$ cat config.mk
export PLATFORM = sky130hd
export DESIGN_NAME = lasu_collect
export DESIGN_NICKNAME = d
export VERILOG_FILES = /design/src/hdl/lasu_pkg.sv /design/src/hdl/lasu_collect.sv
export SDC_FILE = /design/constraint.sdc
export NUM_CORES = 1
export LEC_CHECK = 0
export BUFFER_PORTS_ARGS = -buffer_cell sky130_fd_sc_hd__buf_2
export CAP_MARGIN = 30
export CORE_ASPECT_RATIO = 0.9
export CORE_MARGIN = 2
export CORE_UTILIZATION = 41
export DETAILED_ROUTE_END_ITERATION = 12
export PLACE_DENSITY = 0.67
export SLEW_MARGIN = 20
export SYNTH_ARGS = -nofsm -noshare
export SYNTH_HDL_FRONTEND = slang
export SYNTH_SLANG_ARGS = --single-unit
$ cat constraint.sdc
create_clock -name clk -period 3.45 [get_ports clk]
set_clock_uncertainty 0.2 [all_clocks]
set_input_delay 0.1725 -clock clk [delete_from_list [all_inputs] [get_ports clk]]
set_output_delay 0.1725 -clock clk [all_outputs]
set_load 0.03 [all_outputs]
$ cat src/hdl/lasu_pkg.sv
// ----------------------------------------------------------------------------
// lasu_pkg
// Shared types and constants of the local alignment scorer: field widths,
// score limits, configuration register indexes and the chain control word.
// ----------------------------------------------------------------------------
package lasu_pkg;

  localparam int SYM_W      = 8;
  localparam int WGT_W      = 8;
  localparam int SCORE_W    = 15;
  localparam int ROW_OUT_W  = 16;
  localparam int COL_OUT_W  = 9;
  localparam int CFG_IDX_W  = 2;
  localparam int CFG_DATA_W = 8;

  localparam int DEF_MAX_REF_LEN   = 256;
  localparam int DEF_MAX_QUERY_LEN = 65535;

  localparam logic [SCORE_W-1:0] SCORE_CAP = '1;

  localparam logic signed [WGT_W-1:0] MATCH_RST    = 8'sd1;
  localparam logic signed [WGT_W-1:0] MISMATCH_RST = -8'sd1;
  localparam logic signed [WGT_W-1:0] GAP_RST      = -8'sd1;

  typedef enum logic [CFG_IDX_W-1:0] {
    REG_MATCH    = 2'd0,
    REG_MISMATCH = 2'd1,
    REG_GAP      = 2'd2
  } cfg_reg_t;

  typedef enum logic {
    OP_REF   = 1'b0,
    OP_QUERY = 1'b1
  } op_t;

  // Control word that rides along the cell chain with each item
  typedef struct packed {
    logic valid;
    logic query;    // query row, else reference byte
    logic first;    // first row of a query: column scores start at zero
    logic last;     // last row of a query: result is due
    logic new_ref;  // reference byte that opens a new reference
    logic wr;       // reference byte is stored (length not saturated)
  } lasu_ctrl_t;

endpackage

$ cat src/hdl/lasu_collect.sv
// ----------------------------------------------------------------------------
// lasu_collect
// End of the cell chain: merges each row maximum into the running best,
// counts rows and holds the result register toward the output channel.
// ----------------------------------------------------------------------------
module lasu_collect #(
  parameter int MAX_QUERY_LEN = lasu_pkg::DEF_MAX_QUERY_LEN,
  parameter int CW            = 9
) (
  input  logic                             clk,
  input  logic                             rst_n,
  input  lasu_pkg::lasu_ctrl_t             i_ctrl,
  input  logic [lasu_pkg::SCORE_W-1:0]     i_rb_score,
  input  logic [CW-1:0]                    i_rb_col,
  input  logic                             out_ready,
  output logic                             adv,
  output logic                             out_valid,
  output logic [lasu_pkg::SCORE_W-1:0]     best_score,
  output logic [lasu_pkg::ROW_OUT_W-1:0]   end_row,
  output logic [lasu_pkg::COL_OUT_W-1:0]   end_col
);
  import lasu_pkg::*;

  localparam int RW = $clog2(MAX_QUERY_LEN + 1);

  logic [RW-1:0]        row_r, row_nxt;
  logic [SCORE_W-1:0]   top_r, top_nxt;
  logic [ROW_OUT_W-1:0] trow_r, trow_nxt;
  logic [COL_OUT_W-1:0] tcol_r, tcol_nxt;
  logic                 ov_r, ov_nxt;
  logic [SCORE_W-1:0]   os_r;
  logic [ROW_OUT_W-1:0] orow_r;
  logic [COL_OUT_W-1:0] ocol_r;
  logic                 take;
  logic                 emit;

  // freeze the chain only when a result is due and the last one is not taken
  assign adv  = !(ov_r && !out_ready && i_ctrl.valid && i_ctrl.query && i_ctrl.last);
  assign take = adv && i_ctrl.valid && i_ctrl.query;
  assign emit = take && i_ctrl.last;

  always_comb begin
    row_nxt  = row_r;
    top_nxt  = top_r;
    trow_nxt = trow_r;
    tcol_nxt = tcol_r;
    if (take) begin
      if (i_ctrl.first) begin
        row_nxt  = RW'(1);
        top_nxt  = '0;
        trow_nxt = '0;
        tcol_nxt = '0;
      end else if (row_r < RW'(MAX_QUERY_LEN)) begin
        row_nxt = row_r + RW'(1);
      end
      if (i_rb_score > top_nxt) begin
        top_nxt  = i_rb_score;
        trow_nxt = ROW_OUT_W'(row_nxt);
        tcol_nxt = COL_OUT_W'(i_rb_col);
      end
    end
    ov_nxt = (ov_r && !out_ready) || emit;
  end

  always_ff @(posedge clk) begin
    if (!rst_n) begin
      ov_r   <= 1'b0;
      row_r  <= '0;
      top_r  <= '0;
      trow_r <= '0;
      tcol_r <= '0;
    end else begin
      ov_r   <= ov_nxt;
      row_r  <= row_nxt;
      top_r  <= top_nxt;
      trow_r <= trow_nxt;
      tcol_r <= tcol_nxt;
    end
  end

  always_ff @(posedge clk) begin
    if (emit) begin
      os_r   <= top_nxt;
      orow_r <= trow_nxt;
      ocol_r <= tcol_nxt;
    end
  end

  assign out_valid  = ov_r;
  assign best_score = os_r;
  assign end_row    = orow_r;
  assign end_col    = ocol_r;

endmodule

# Word-level counts from Yosys, hierarchy flattened
# Cells that the tools add are included.
# totals
wordCells	33
input_bits	33
register_bits	97
mem_count	0
mem_bits_ro	0
mem_bits_rw	0
out_inout_bits	42
latch_bits	0
# op_classes
shift	0
n_reduce_logical	10
n_addsub	1
div	0
n_mul	0
bitwise_logic	0
n_mux	12
n_lt_le_gt_ge	2
n_eq_ne	0
# ops
operator	count
$mux W16	5
$mux W15	4
$mux W9	3
$add A16 B1 Y16 const B	1
$lt A16 B16 Y1 const B	1
$gt A15 B15 Y1	1
$logic_and A1 B1 Y1	7
$logic_not A1 Y1	2
$logic_or A1 B1 Y1	1

# Logic depth before layout (Yosys ltp)
# logic_depth
depth_word	12
depth_mapped	13
ltp_nobuf	8

# Worst setup path before layout
# OpenSTA, ideal clock, no wires.
# synth_timing
path_kind	input to register
startpoint	input port i_ctrl[3] in the netlist's numbering
endpoint	register os_r[10] (netlist: best_score[10]) (data pin)
setup_ns	0.256
stages	13
t_arrival_ns	2.618
setup_slack_ns	0.376
n_path_buf	5
required_ns	2.994
cell_sequence	clkbuf_1 inv_1 clkbuf_1 buf_1 nand2_1 ha_1 nand4_1 nor3_4 o31a_1 o21ai_1 buf_2 buf_2 a22o_1
# synth_via
elab_chain_cells	5
# synth_rtl
item	line	source
start: declaration	lasu_collect.sv:12	input lasu_pkg::lasu_ctrl_t i_ctrl,
$mux W15 (*)	lasu_collect.sv:48	if (i_ctrl.first) begin
$mux W15 (*)	lasu_collect.sv:47	if (take) begin
$gt A15 B15 Y1	lasu_collect.sv:56	if (i_rb_score > top_nxt) begin
$mux W15 (*)	lasu_collect.sv:56	
$mux W15 (*)	lasu_collect.sv:47	
via top_nxt[10]	lasu_collect.sv:27	logic [SCORE_W-1:0] top_r, top_nxt;
end signal: assignment	lasu_collect.sv:83	os_r <= top_nxt;
end: declaration	lasu_collect.sv:31	logic [SCORE_W-1:0] os_r;
# The timed path passes the listed nets; every way through them passes the cells marked *. The select of a mux whose other input is x is not followed.
# A chain may end at the register's enable or synchronous reset.

# Worst setup path in the final report
# layout_timing
startpoint	input port i_rb_score[14] in the netlist's numbering
endpoint	register ocol_r[4] (netlist: end_col[4]) (data pin)
# layout_via
elab_chain_cells	3
# layout_rtl
item	line	source
start: declaration	lasu_collect.sv:13	input logic [lasu_pkg::SCORE_W-1:0] i_rb_score,
$gt A15 B15 Y1	lasu_collect.sv:56	
$mux W9	lasu_collect.sv:56	
$mux W9	lasu_collect.sv:47	
via tcol_nxt[4]	lasu_collect.sv:29	logic [COL_OUT_W-1:0] tcol_r, tcol_nxt;
end signal: assignment	lasu_collect.sv:85	ocol_r <= tcol_nxt;
end: declaration	lasu_collect.sv:33	logic [COL_OUT_W-1:0] ocol_r;
# The timed path passes the listed nets, and every way through them passes these cells.

==> impl_metrics.ini <==
[global_route]
grtUsageTotal = 0.179
grt_overflow = 0
antenna_found_initial = 0
grt_pass1_vias = 3534
grt_pass1_wl_um = 17200
grt_max_degree = 54

[finish]
diodes = 0
finalNetCount = 567
final_cell_mix = buf_2 (72), dfxtp_1 (57), nand2_1 (56)
drive_above_1_share = 0.216
mostFrequentLayoutCell = buf_2
area_growth_pct = 22.1
fin_cells = 675

[placed_design]
dp_hpwl_um = 6940
dp.cells = 633
numPortBuffers = 72
pre_cts_ws_ns = 0.324
gp_congestion = 0.852

[detailed_routing]
ant_nets = 0
vias = 3780
drt-vias-per-instance = 5.60
wire_per_inst_um = 15.6
drc = 0
firstDrtPassIters = 5
drt_first_iter_violations = 294
wl_um = 10600

[synthesis]
synth.avg_cell_area_um2 = 10.7
synthDistinctLibCells = 55
syn_nets = 479
synth-seq-area-share = 0.509
synth_seq_cells = 97
synthMuxAreaShare = 0
synth_cells = 430
syn_area_um2 = 4600
synth-edff-count = 40
synthAdderAreaFrac = 0.0435
synth-compound-area-share = 0.262
synth_xor_area_frac = 0.00381
ys_warn_count = 0
synth_top_flop_cell = dfxtp_1
async_flop_share = 0
synth-simple-area-share = 0.134
synth_top_family_by_area = compound AO/OA/AOI/OAI gates

[critical_path]
worstRegToRegCells = 7
crit_path_max_incr_delay_ns = 0.67
end_kind = flip-flop
path_buf_inv = 2
cp.depth = 8
arrival_ns = 2.83
crit_fanout = 27
cpMaxStageDelayCell = a21oi_4
crit_family = compound AO/OA/AOI/OAI gates
path_cells = dlygate4sd3_1, buf_2, ha_1, nand4_1, nor3_4, o31ai_2, a21oi_4, a22o_1
required_ns = 3.45
reg2reg_slack_ns = 0.67
startpoint_type = input pin
rr_startpoint = top_r[14]
criticalPathCategory = input pin to flip-flop
r2r-end = end_col[4]

[sta]
setup_tns_ns = 0
finalMaxSlewViolations = 0
min_period_over_period = 0.821
rsz0062_at_grt = no
fin_hold_ws_ns = 0.156
slew_headroom = 0.469
hold_viol = 0
post-route-min-period_ns = 2.83
setup_viol = 0
fin_ws_ns = 0.619
tightest_slew_ns = 0.795
fmax_mhz = 353

[die]
die_h_um = 104
start_util = 0.422
dieWidth_um = 116
row_count = 36
die-area_um2 = 12100
core_um2 = 10900
pin_count = 75

[clock_tree]
cts_made_buffers = 9
cts_max_level = 3
cts_root_buf = clkbuf_16
cts.sink_count = 97
ctsResizeCount = 0
clock_latency_ns = 0.34
cts_tree = yes
ctsLongestPathBuffers = 2
path_clk_slew_ns = 0.07

[job]
maxCapViolCount = 0

[pwr]
p_leak_nw = 2.03
ir_worst_vdd_uv = 303
p_per_area_nw_per_um2 = 430

[min_path]
hold_start = rst_n
hold_depth = 3
min_path_type = input pin to flip-flop
holdPathEnd = row_r[5]

[status]
status = finished, final reports clean
## what timing repair did
| item | in CTS | in global routing |
|---|---|---|
| setup buffers | 0 | 0 |
| setup endpoints to repair | 0 | 0 |
| hold buffers | 25 | 0 |
| hold endpoints to repair | 49 | 0 |
## registers in the layout, summed over array words and instances (netlist names)
register	count
end_col	9
end_row	16
top_r	15
trow_r	16
best_score	15
tcol_r	9
out_valid	1
row_r	16
## worst max-delay path by stage
stage / to / startpoint / slack [ns]
after CTS: end_col[4] / i_rb_score[14] / 0.61
after global routing: end_col[4] / i_ctrl[3] / 0.40
after global placement: best_score[13] / i_ctrl[3] / 0.39
after floorplan: best_score[10] / i_ctrl[3] / 0.38
after detailed placement: end_col[4] / i_ctrl[3] / 0.32
final: end_col[4] / i_rb_score[14] / 0.62
## logic make-up after synthesis
group | Yosys count
AO/OA/AOI/OAI | 155
XOR/XNOR | 2
adder cells (fa/ha/maj) | 16
buffers and inverters | 41
flip-flops | 97
AND/OR/NAND/NOR | 119
## cells in the mapped netlist, drive strengths merged (2+ instances only)
cell	count	area, µm²
a21oi	26	145
nand3	7	35.0
and4	6	56.3
a311oi	2	17.5
o32ai	2	17.5
or3	6	37.5
o22ai	13	81.3
edfxtp	40	1200
a21o	6	52.6
buf	17	130
a32o	26	260
nor3	4	31.3
nor2	9	33.8
nand2	56	210
or2	2	12.5
a31oi	5	31.3
a211o	4	35.0
dfxtp	57	1140
inv	7	26.3
xor2	2	17.5
and2	6	37.5
o2bb2ai	12	105
a211oi	5	50.1
nor2b	4	25.0
ha	16	200
o21a	4	30.0
and3	7	47.5
clkbuf	16	60.1
o21ai	15	75.1
o211ai	4	30.0
nand4	7	43.8
a22o	27	236
## layout make-up
type	count	area, µm²
clock inverters	5	40.0
flip-flops and latches	97	2340
fillers	1019	5280
inverters	8	30.0
multi-input cells	292	2050
repair buffers	110	733
clock buffers	11	233
well taps	152	190
## worst reg2reg max path: stages, from the launching register on
cell and delay, ns:
dfxtp_1 0.36, nand2_1 0.07, ha_1 0.34, nand4_1 0.18, nor3_4 0.33, o31ai_2 0.18, a21oi_4 0.68, a22o_1 0.29
## metrics by stage
stage | utilization | instance area [µm²] | total power, mW
finish | 0.515 | 5620 | 2.41
CTS | 0.514 | 5600 | 2.43
floorplan | - | 4600 | 1.42
global placement | 0.466 | 5080 | 1.49
detailed placement | 0.466 | 5080 | 1.50
global route | 0.515 | 5620 | 2.52
## routing by layer
| layer | global-route usage | routed length (µm) |
|---|---|---|
| met1 | 0.248 | 4830 |
| met2 | 0.269 | 4870 |
| met3 | 0.0390 | 654 |
| met4 | 0.0765 | 200 |
| met5 | 0 | 0 |
## power by group
| group | leakage, nW | internal [mW] | switching [mW] |
|---|---|---|---|
| logic | 1.06 | 0.104 | 0.154 |
| clock network | 0.122 | 0.493 | 0.426 |
| registers | 0.847 | 1.22 | 0.0133 |
No activity file was read; power rests on OpenSTA's default activity.
