$ cat config.mk
export PLATFORM = sky130hd
export DESIGN_NAME = lasu_cell
export DESIGN_NICKNAME = d
export VERILOG_FILES = /design/src/hdl/lasu_pkg.sv /design/src/hdl/lasu_cell.sv
export SDC_FILE = /design/constraint.sdc
export NUM_CORES = 1
export LEC_CHECK = 0
export ABC_AREA = 1
export CAP_MARGIN = 25
export CORE_AREA = 2 2 118 120
export CTS_CLUSTER_DIAMETER = 80
export DETAILED_ROUTE_END_ITERATION = 12
export DIE_AREA = 0 0 120 122
export DONT_BUFFER_PORTS = 1
export GPL_TIMING_DRIVEN = 0
export PLACE_DENSITY = 0.8
export SYNTH_ARGS = -nofsm -noshare
export SYNTH_HDL_FRONTEND = slang
export SYNTH_SLANG_ARGS = --single-unit
$ cat constraint.sdc
create_clock -name clk -period 10.3 [get_ports clk]
set_input_delay 0.515 -clock clk [delete_from_list [all_inputs] [get_ports clk]]
set_output_delay 0.515 -clock clk [all_outputs]
set_load 0.1 [all_outputs]
$ cat src/hdl/lasu_pkg.sv
// ----------------------------------------------------------------------------
// lasu_pkg
// Shared types and constants of the local alignment scorer: field widths,
// score limits, configuration register indexes and the chain control word.
// ----------------------------------------------------------------------------
package lasu_pkg;

  localparam int SYM_W      = 8;
  localparam int WGT_W      = 8;
  localparam int SCORE_W    = 15;
  localparam int ROW_OUT_W  = 16;
  localparam int COL_OUT_W  = 9;
  localparam int CFG_IDX_W  = 2;
  localparam int CFG_DATA_W = 8;

  localparam int DEF_MAX_REF_LEN   = 256;
  localparam int DEF_MAX_QUERY_LEN = 65535;

  localparam logic [SCORE_W-1:0] SCORE_CAP = '1;

  localparam logic signed [WGT_W-1:0] MATCH_RST    = 8'sd1;
  localparam logic signed [WGT_W-1:0] MISMATCH_RST = -8'sd1;
  localparam logic signed [WGT_W-1:0] GAP_RST      = -8'sd1;

  typedef enum logic [CFG_IDX_W-1:0] {
    REG_MATCH    = 2'd0,
    REG_MISMATCH = 2'd1,
    REG_GAP      = 2'd2
  } cfg_reg_t;

  typedef enum logic {
    OP_REF   = 1'b0,
    OP_QUERY = 1'b1
  } op_t;

  // Control word that rides along the cell chain with each item
  typedef struct packed {
    logic valid;
    logic query;    // query row, else reference byte
    logic first;    // first row of a query: column scores start at zero
    logic last;     // last row of a query: result is due
    logic new_ref;  // reference byte that opens a new reference
    logic wr;       // reference byte is stored (length not saturated)
  } lasu_ctrl_t;

endpackage

$ cat src/hdl/lasu_cell.sv
// ----------------------------------------------------------------------------
// lasu_cell
// One column of the score matrix: holds a reference byte and the column's
// last score, computes one cell per query row and passes the row on.
// ----------------------------------------------------------------------------
module lasu_cell #(
  parameter int COL = 1,
  parameter int AW  = 8,
  parameter int CW  = 9
) (
  input  logic                                clk,
  input  logic                                rst_n,
  input  logic                                en,
  input  logic signed [lasu_pkg::WGT_W-1:0]   match_score,
  input  logic signed [lasu_pkg::WGT_W-1:0]   mismatch_score,
  input  logic signed [lasu_pkg::WGT_W-1:0]   gap_score,
  input  lasu_pkg::lasu_ctrl_t                i_ctrl,
  input  logic [lasu_pkg::SYM_W-1:0]          i_sym,
  input  logic [AW-1:0]                       i_addr,
  input  logic [lasu_pkg::SCORE_W-1:0]        i_left,
  input  logic [lasu_pkg::SCORE_W-1:0]        i_diag,
  input  logic [lasu_pkg::SCORE_W-1:0]        i_rb_score,
  input  logic [CW-1:0]                       i_rb_col,
  output lasu_pkg::lasu_ctrl_t                o_ctrl,
  output logic [lasu_pkg::SYM_W-1:0]          o_sym,
  output logic [AW-1:0]                       o_addr,
  output logic [lasu_pkg::SCORE_W-1:0]        o_left,
  output logic [lasu_pkg::SCORE_W-1:0]        o_diag,
  output logic [lasu_pkg::SCORE_W-1:0]        o_rb_score,
  output logic [CW-1:0]                       o_rb_col
);
  import lasu_pkg::*;

  localparam int SW = SCORE_W + 2;

  logic                 active_r, active_nxt;
  logic [SYM_W-1:0]     ref_r, ref_nxt;
  logic [SCORE_W-1:0]   h_r, h_nxt;

  lasu_ctrl_t           ctrl_r;
  logic [SYM_W-1:0]     sym_r;
  logic [AW-1:0]        addr_r;
  logic [SCORE_W-1:0]   left_r, left_nxt;
  logic [SCORE_W-1:0]   diag_r, diag_nxt;
  logic [SCORE_W-1:0]   rbs_r, rbs_nxt;
  logic [CW-1:0]        rbc_r, rbc_nxt;

  logic [SCORE_W-1:0]   up;
  logic [WGT_W-1:0]     sub;
  logic signed [SW-1:0] d_sum, u_sum, l_sum, mx;
  logic [SCORE_W-1:0]   cell_v;

  always_comb begin
    up  = i_ctrl.first ? '0 : h_r;
    sub = (ref_r == i_sym) ? match_score : mismatch_score;

    d_sum = $signed({2'b00, i_diag}) + $signed({{(SW-WGT_W){sub[WGT_W-1]}}, sub});
    u_sum = $signed({2'b00, up}) + $signed({{(SW-WGT_W){gap_score[WGT_W-1]}}, gap_score});
    l_sum = $signed({2'b00, i_left}) + $signed({{(SW-WGT_W){gap_score[WGT_W-1]}}, gap_score});

    mx = d_sum;
    if (u_sum > mx) mx = u_sum;
    if (l_sum > mx) mx = l_sum;

    // floor at zero, saturate at the score cap
    if (mx < 0) begin
      cell_v = '0;
    end else if (mx > $signed({2'b00, SCORE_CAP})) begin
      cell_v = SCORE_CAP;
    end else begin
      cell_v = mx[SCORE_W-1:0];
    end
  end

  always_comb begin
    active_nxt = active_r;
    ref_nxt    = ref_r;
    h_nxt      = h_r;
    left_nxt   = cell_v;
    diag_nxt   = up;
    rbs_nxt    = i_rb_score;
    rbc_nxt    = i_rb_col;
    if (i_ctrl.valid && i_ctrl.query) begin
      h_nxt = cell_v;
      // keep the first column of the row maximum
      if (active_r && (cell_v > i_rb_score)) begin
        rbs_nxt = cell_v;
        rbc_nxt = CW'(COL);
      end
    end else if (i_ctrl.valid) begin
      if (i_ctrl.new_ref) active_nxt = 1'b0;
      if (i_ctrl.wr && (i_addr == AW'(COL - 1))) begin
        active_nxt = 1'b1;
        ref_nxt    = i_sym;
      end
    end
  end

  always_ff @(posedge clk) begin
    if (!rst_n) begin
      active_r <= 1'b0;
      ctrl_r   <= '0;
    end else if (en) begin
      active_r <= active_nxt;
      ctrl_r   <= i_ctrl;
    end
  end

  always_ff @(posedge clk) begin
    if (en) begin
      ref_r  <= ref_nxt;
      h_r    <= h_nxt;
      sym_r  <= i_sym;
      addr_r <= i_addr;
      left_r <= left_nxt;
      diag_r <= diag_nxt;
      rbs_r  <= rbs_nxt;
      rbc_r  <= rbc_nxt;
    end
  end

  assign o_ctrl     = ctrl_r;
  assign o_sym      = sym_r;
  assign o_addr     = addr_r;
  assign o_left     = left_r;
  assign o_diag     = diag_r;
  assign o_rb_score = rbs_r;
  assign o_rb_col   = rbc_r;

endmodule

== Word level (Yosys, flattened, before mapping) ==
Cells that the tools add are included.
Storage, ports and cells
  output and inout bits: 76
  input port bits: 103
  bits in registers: 100
Cells by class
  magnitude comparators: 5
  bitwise logic cells: 1
  equal/unequal tests: 1
  $add $sub $neg: 3
  reductions and logical operators: 8
  muxes and demuxes: 12
Operator list (count)
  $mux 15: 5
  $add 16x8->17: 3
  $gt 17x17->1: 2
  $mux 17: 2
  $mux 9: 2
  $gt 17x16->1 const B: 1
  $lt 17x1->1 const B: 1
  $gt 15x15->1: 1
  $eq 8x8->1: 1
  $logic_not 8->1: 1
  $mux 8: 1
  $reduce_and 4->1: 2
  $logic_and 1x1->1: 3
  $mux 1: 2
  $reduce_and 2->1: 1
  $reduce_bool 2->1: 1
  $not 1->1: 1

== Longest topological paths before layout ==
  depth in word-level cells: 14
  mapped depth: 61

== Worst setup path after synthesis ==
OpenSTA, ideal clock, no wires.
  path kind: input to register
  start point: input i_sym[4] in the netlist's numbering
  end point: register rbc_r[1] (netlist: o_rb_col[1]), data pin
  library setup time: 0.265 ns
  stages on the path: 55
  path slack: 3.295 ns
  path buffers: 4
  arrival: 6.740 ns
  data required time: 10.035 ns
  cells stage by stage: xnor2_1 nand2_1 nor2_2 nand2_2 mux2_2 ha_1 inv_1 fa_1 nand3b_1 nand2_1 nand3_1 nand2_1 nand2_1 nand4_1 nand2_1 nand2_1 inv_1 ha_1 (+19 left out) nand2_4 inv_4 nand2_1 nand2_2 buf_6 buf_6 a21oi_2 ha_1 nand2_1 nor2_1 a211oi_1 o31ai_1 nand3_1 nand2_1 nand2_1 inv_1 buf_1 nor2_1
Between the ends
  cells in the longest elaborated chain, start to end: 14
  elaborated cells between the ends (all ways): 15
  those cells by class: 1 x add/sub; 5 x order compare; 1 x eq/ne; 7 x mux; 1 x reduce/logical
RTL lines
  start, declared: RTL line lasu_cell.sv:18  | input logic [lasu_pkg::SYM_W-1:0] i_sym,
  $eq 8x8->1 (*): RTL line lasu_cell.sv:55  | sub = (ref_r == i_sym) ? match_score : mismatch_score;
  $mux 8 (*): RTL line lasu_cell.sv:55
  $add 16x8->17 (*): RTL line lasu_cell.sv:57  | d_sum = $signed({2'b00, i_diag}) + $signed({{(SW-WGT_W){sub[WGT_W-1]}}, sub});
  $gt 17x17->1: RTL line lasu_cell.sv:62  | if (u_sum > mx) mx = u_sum;
  $mux 17 (*): RTL line lasu_cell.sv:62
  $gt 17x17->1: RTL line lasu_cell.sv:63  | if (l_sum > mx) mx = l_sum;
  $mux 17 (*): RTL line lasu_cell.sv:63
  $gt 17x16->1: RTL line lasu_cell.sv:68  | end else if (mx > $signed({2'b00, SCORE_CAP})) begin
  $mux 15: RTL line lasu_cell.sv:68
  $mux 15 (*): RTL line lasu_cell.sv:66  | if (mx < 0) begin
  named net cell_v[2]: RTL line lasu_cell.sv:51  | logic [SCORE_W-1:0] cell_v;
  $gt 15x15->1 (*): RTL line lasu_cell.sv:86  | if (active_r && (cell_v > i_rb_score)) begin
  $logic_and 1x1->1 (*): RTL line lasu_cell.sv:86
  $mux 9 (*): RTL line lasu_cell.sv:86
  $mux 9 (*): RTL line lasu_cell.sv:83  | if (i_ctrl.valid && i_ctrl.query) begin
  named net rbc_nxt[1]: RTL line lasu_cell.sv:46  | logic [CW-1:0] rbc_r, rbc_nxt;
  end signal, assigned: RTL line lasu_cell.sv:118  | rbc_r <= rbc_nxt;
  end, declared: RTL line lasu_cell.sv:46
The timed path passes the listed nets; every way through them passes the cells marked *.
A chain may end at the register's enable or synchronous reset.

== Worst setup path in the final report ==
  start point: register ref_r[7]
  end point: register rbs_r[3] (netlist: o_rb_score[3]), data pin
Between the ends
  cells in the longest elaborated chain, start to end: 14
  elaborated cells between the ends (all ways): 15
  those cells by class: 1 x add/sub; 5 x order compare; 1 x eq/ne; 7 x mux; 1 x reduce/logical
RTL lines
  start, declared: RTL line lasu_cell.sv:37  | logic [SYM_W-1:0] ref_r, ref_nxt;
  start signal, assigned: RTL line lasu_cell.sv:111  | ref_r <= ref_nxt;
  $eq 8x8->1 (*): RTL line lasu_cell.sv:55
  $mux 8 (*): RTL line lasu_cell.sv:55
  $add 16x8->17 (*): RTL line lasu_cell.sv:57
  $gt 17x17->1: RTL line lasu_cell.sv:62
  $mux 17 (*): RTL line lasu_cell.sv:62
  $gt 17x17->1: RTL line lasu_cell.sv:63
  $mux 17 (*): RTL line lasu_cell.sv:63
  $gt 17x16->1: RTL line lasu_cell.sv:68
  $mux 15: RTL line lasu_cell.sv:68
  $mux 15 (*): RTL line lasu_cell.sv:66
  named net cell_v[2]: RTL line lasu_cell.sv:51
  $gt 15x15->1 (*): RTL line lasu_cell.sv:86
  $logic_and 1x1->1 (*): RTL line lasu_cell.sv:86
  $mux 15 (*): RTL line lasu_cell.sv:86
  $mux 15 (*): RTL line lasu_cell.sv:83
  named net rbs_nxt[3]: RTL line lasu_cell.sv:45  | logic [SCORE_W-1:0] rbs_r, rbs_nxt;
  end signal, assigned: RTL line lasu_cell.sv:117  | rbs_r <= rbs_nxt;
  end, declared: RTL line lasu_cell.sv:45
Marks and branches as above.

==> flow_metrics.tcl <==
set metrics [dict create \
    core_um2 13500 \
    critPathMaxStageDelay_ps 400 \
    worst-path-max-fanout 10 \
    rsz0062_at_grt "false" \
    cp-end-kind "flip-flop" \
    path_class "flip-flop to flip-flop" \
    start_util_pct 62.86 \
    totalWireLength_mm 21.39 \
    cts.sinks 100 \
    drc 0 \
    syn_area_per_cell_um2 7.579 \
    fillers 1141 \
    ant_nets 0 \
    numPlacedInstances 1301 \
    max_freq_mhz 114.0 \
    hold_depth 0 \
    syn_nets 1323 \
    clk_path_buf_depth 2 \
    rr_endpoint "o_rb_score[3]" \
    postCtsSetupBuffers 0 \
    cp_common_cell "nand2_1" \
    grt_pass1_wl_mm 33.35 \
    area_growth_pct 6.235 \
    relSlewSlack_pct 34.79 \
    clock_latency_ps 350 \
    finish.net_count 1335 \
    worstPathArrival_ps 8980 \
    io_buffers 0 \
    synth.distinct_cells 45 \
    fin_crit_ps 8769 \
    setup_viol 0 \
    root_buffer "clkbuf_16" \
    syn_area_um2 8488 \
    r2r_start "ref_r[7]" \
    fin_skew_ps 13.50 \
    hp-class "primary input to flip-flop" \
    hold_viol_final 0 \
    antenna_found_initial 0 \
    max-vdd-ir-drop_uv 205.2 \
    dp_hpwl_mm 17.37 \
    synth_flop_cell "edfxtp_1" \
    yosysWarningCount 0 \
    synth_edf_count 93 \
    slowest_stage "edfxtp_1" \
    vias 7401 \
    regArea_um2 2933 \
    syn_inst 1120 \
    cts_buffers 9 \
    dieArea_um2 14640 \
    required_ps 10510 \
    die_w_um 120 \
    synth-async-reset-ratio_pct 0 \
    rows 43 \
    first_pass_iters 6 \
    grt_overflow 0 \
    grt_max_degree 72 \
    r2r_setup_slack_ps 1530 \
    reg2reg_depth 56 \
    hp-start "i_sym[4]" \
    maxCapViolCount 0 \
    powerDensity_nw_per_um2 269.3 \
    worst_pin_slew_ps 976.8 \
    viasPerCell 5.620 \
    grt_pass1_vias 6699 \
    synth-seq-cells 100 \
    multi_input_area_um2 4738 \
    layout-drive-gt1-share_pct 6.860 \
    cts-resized-gates 0 \
    finalNonFillerCells 1317 \
    yosysSeqAreaShare_pct 34.55 \
    finalSetupTns_ps 0 \
    worstSetupStartpointType "flip-flop" \
    cts_tree "yes" \
    io-pin-count 179 \
    status "completed" \
    path_clk_slew_ps 70 \
    hold_buffers 0 \
    antenna_cells 0 \
    gp_congestion 0.9393 \
    power_leakage_nw 4.646 \
    drv_slew 0 \
    post_drt_wl_per_cell_um 16.24 \
    grt_usage_pct 29.03 \
    dieHeight_um 122 \
    first_iter_violations 779 \
    min_to "o_sym[4]" \
    min_period_over_period_pct 85.13 \
    cts_max_level 3 \
]
per-stage QoR:
step	cell area, um^2	hold WS [ps]	setup WS, ps	utilization, %	power [W]
final	9017	261.9	1531	66.77	0.002428
after floorplan	8488	441.6	3295	-	0.001774
after CTS	9017	253.3	1641	66.77	0.002409
after detailed placement	8721	467.9	1593	64.58	0.002069
after global routing	9017	247.2	814.0	66.77	0.002578
after global placement	8713	464.3	1787	64.52	0.002039
cell families (layout without fill, tap and decap cells):
kind of cell / after synthesis / after routing / synth area share (%)
AOI/OAI and AO/OA: 102 / 102 / 7.135
xor gates and xnor gates: 32 / 32 / 3.302
adders and majority gates: 100 / 100 / 15.01
buffers and inverters: 203 / 220 / 9.625
DFF: 100 / 100 / 34.55
muxes: 6 / 6 / 0.7959
and+or+nand+nor: 577 / 577 / 29.58
area by class of cell:
class / instances / area share [%]
clock buffers: 9 / 2.498
repair buffers: 1 / 0.08325
inverters: 187 / 7.840
multi-input cells: 817 / 52.55
flip-flops and latches: 100 / 32.52
well taps: 180 / 2.498
clock inverters: 7 / 0.7909
plain buffers: 16 / 1.221
critical path, delay by kind of cell (launching register included):
kind                       cells  cell delay [ps]
AOI/OAI and AO/OA              3              490
xor gates and xnor gates       1              180
adders and majority gates      5             1450
buffers and inverters          9             1440
DFF                            1              400
muxes                          1              280
and+or+nand+nor               37             4350
worst max path at each step:
stage,from,end,slack (ps),cells past startpoint
after floorplan,i_sym[4],o_rb_col[1],3290,55
after global placement,i_sym[7],o_rb_score[12],1790,56
after detailed placement,i_sym[7],o_rb_score[12],1590,56
after CTS,ref_r[7],o_rb_score[12],1640,56
after global routing,ref_r[7],o_rb_score[3],810,56
final,ref_r[7],o_rb_score[3],1530,56
per-layer routing:
metal	up-vias	share of wire (%)	global-route usage [%]
met3	45	9.7	7.350
li1	3665	-	-
met2	344	46	46.59
met1	3347	41	38.65
met5	-	0	0
met4	0	2.8	9.191
cell usage after synthesis (4+ instances only):
cell type,instances,area share [%]
inv_1,183,8.1
a21oi_1,56,3.3
xor2_1,21,2.2
dfxtp_1,7,1.7
nand3_1,96,5.7
edfxtp_1,93,33
o21bai_1,7,0.62
buf_6,5,0.66
nand2_1,335,15
clkbuf_1,5,0.22
mux2_2,6,0.80
ha_1,97,14
nor2_1,71,3.1
nor3_1,8,0.47
nand2_4,4,0.53
a21oi_2,12,1.2
nor2_2,4,0.29
o21ai_0,14,0.83
xnor2_1,11,1.1
nand2_2,15,1.1
a21o_1,6,0.53
and2_1,19,1.4
nand4_1,9,0.66
where the power goes:
group,internal [W],total [W],switching (W)
combinational,0.000393,0.00117,0.000779
clock,0.000170,0.000328,0.000158
sequential,0.000556,0.000929,0.000374
total,0.00112,0.00243,0.00131
registers in the layout, indices dropped and copies added (netlist names):
| signal | cells |
|---|---|
| o_rb_col | 9 |
| active_r | 1 |
| o_addr | 8 |
| ref_r | 8 |
| h_r | 15 |
| o_rb_score | 15 |
| o_sym | 8 |
| o_left | 15 |
| o_diag | 15 |
| o_ctrl | 6 |
layout by cell type (no fill, tap or decap), types with 2 or more instances in the layout:
cell	n
mux2_2	6
a21oi_1	56
a21o_1	6
dfxtp_1	7
clkinv_8	2
o21ai_0	14
nand2_4	4
and2_1	19
xor2_1	21
xnor2_1	11
buf_4	4
fa_1	3
a21oi_2	12
ha_1	97
o21bai_1	7
clkbuf_16	9
nand4_1	9
or2_2	3
nand2_2	15
edfxtp_1	93
buf_1	2
nor2_1	71
clkbuf_1	5
nor2_2	4
nor3_1	8
nand3_2	3
inv_1	183
nand2_1	335
inv_6	2
nor4_1	2
o21a_1	2
inv_4	2
nand3_1	96
buf_6	5
nand3b_1	3
Note: power is estimated with default switching activity, not from simulation.
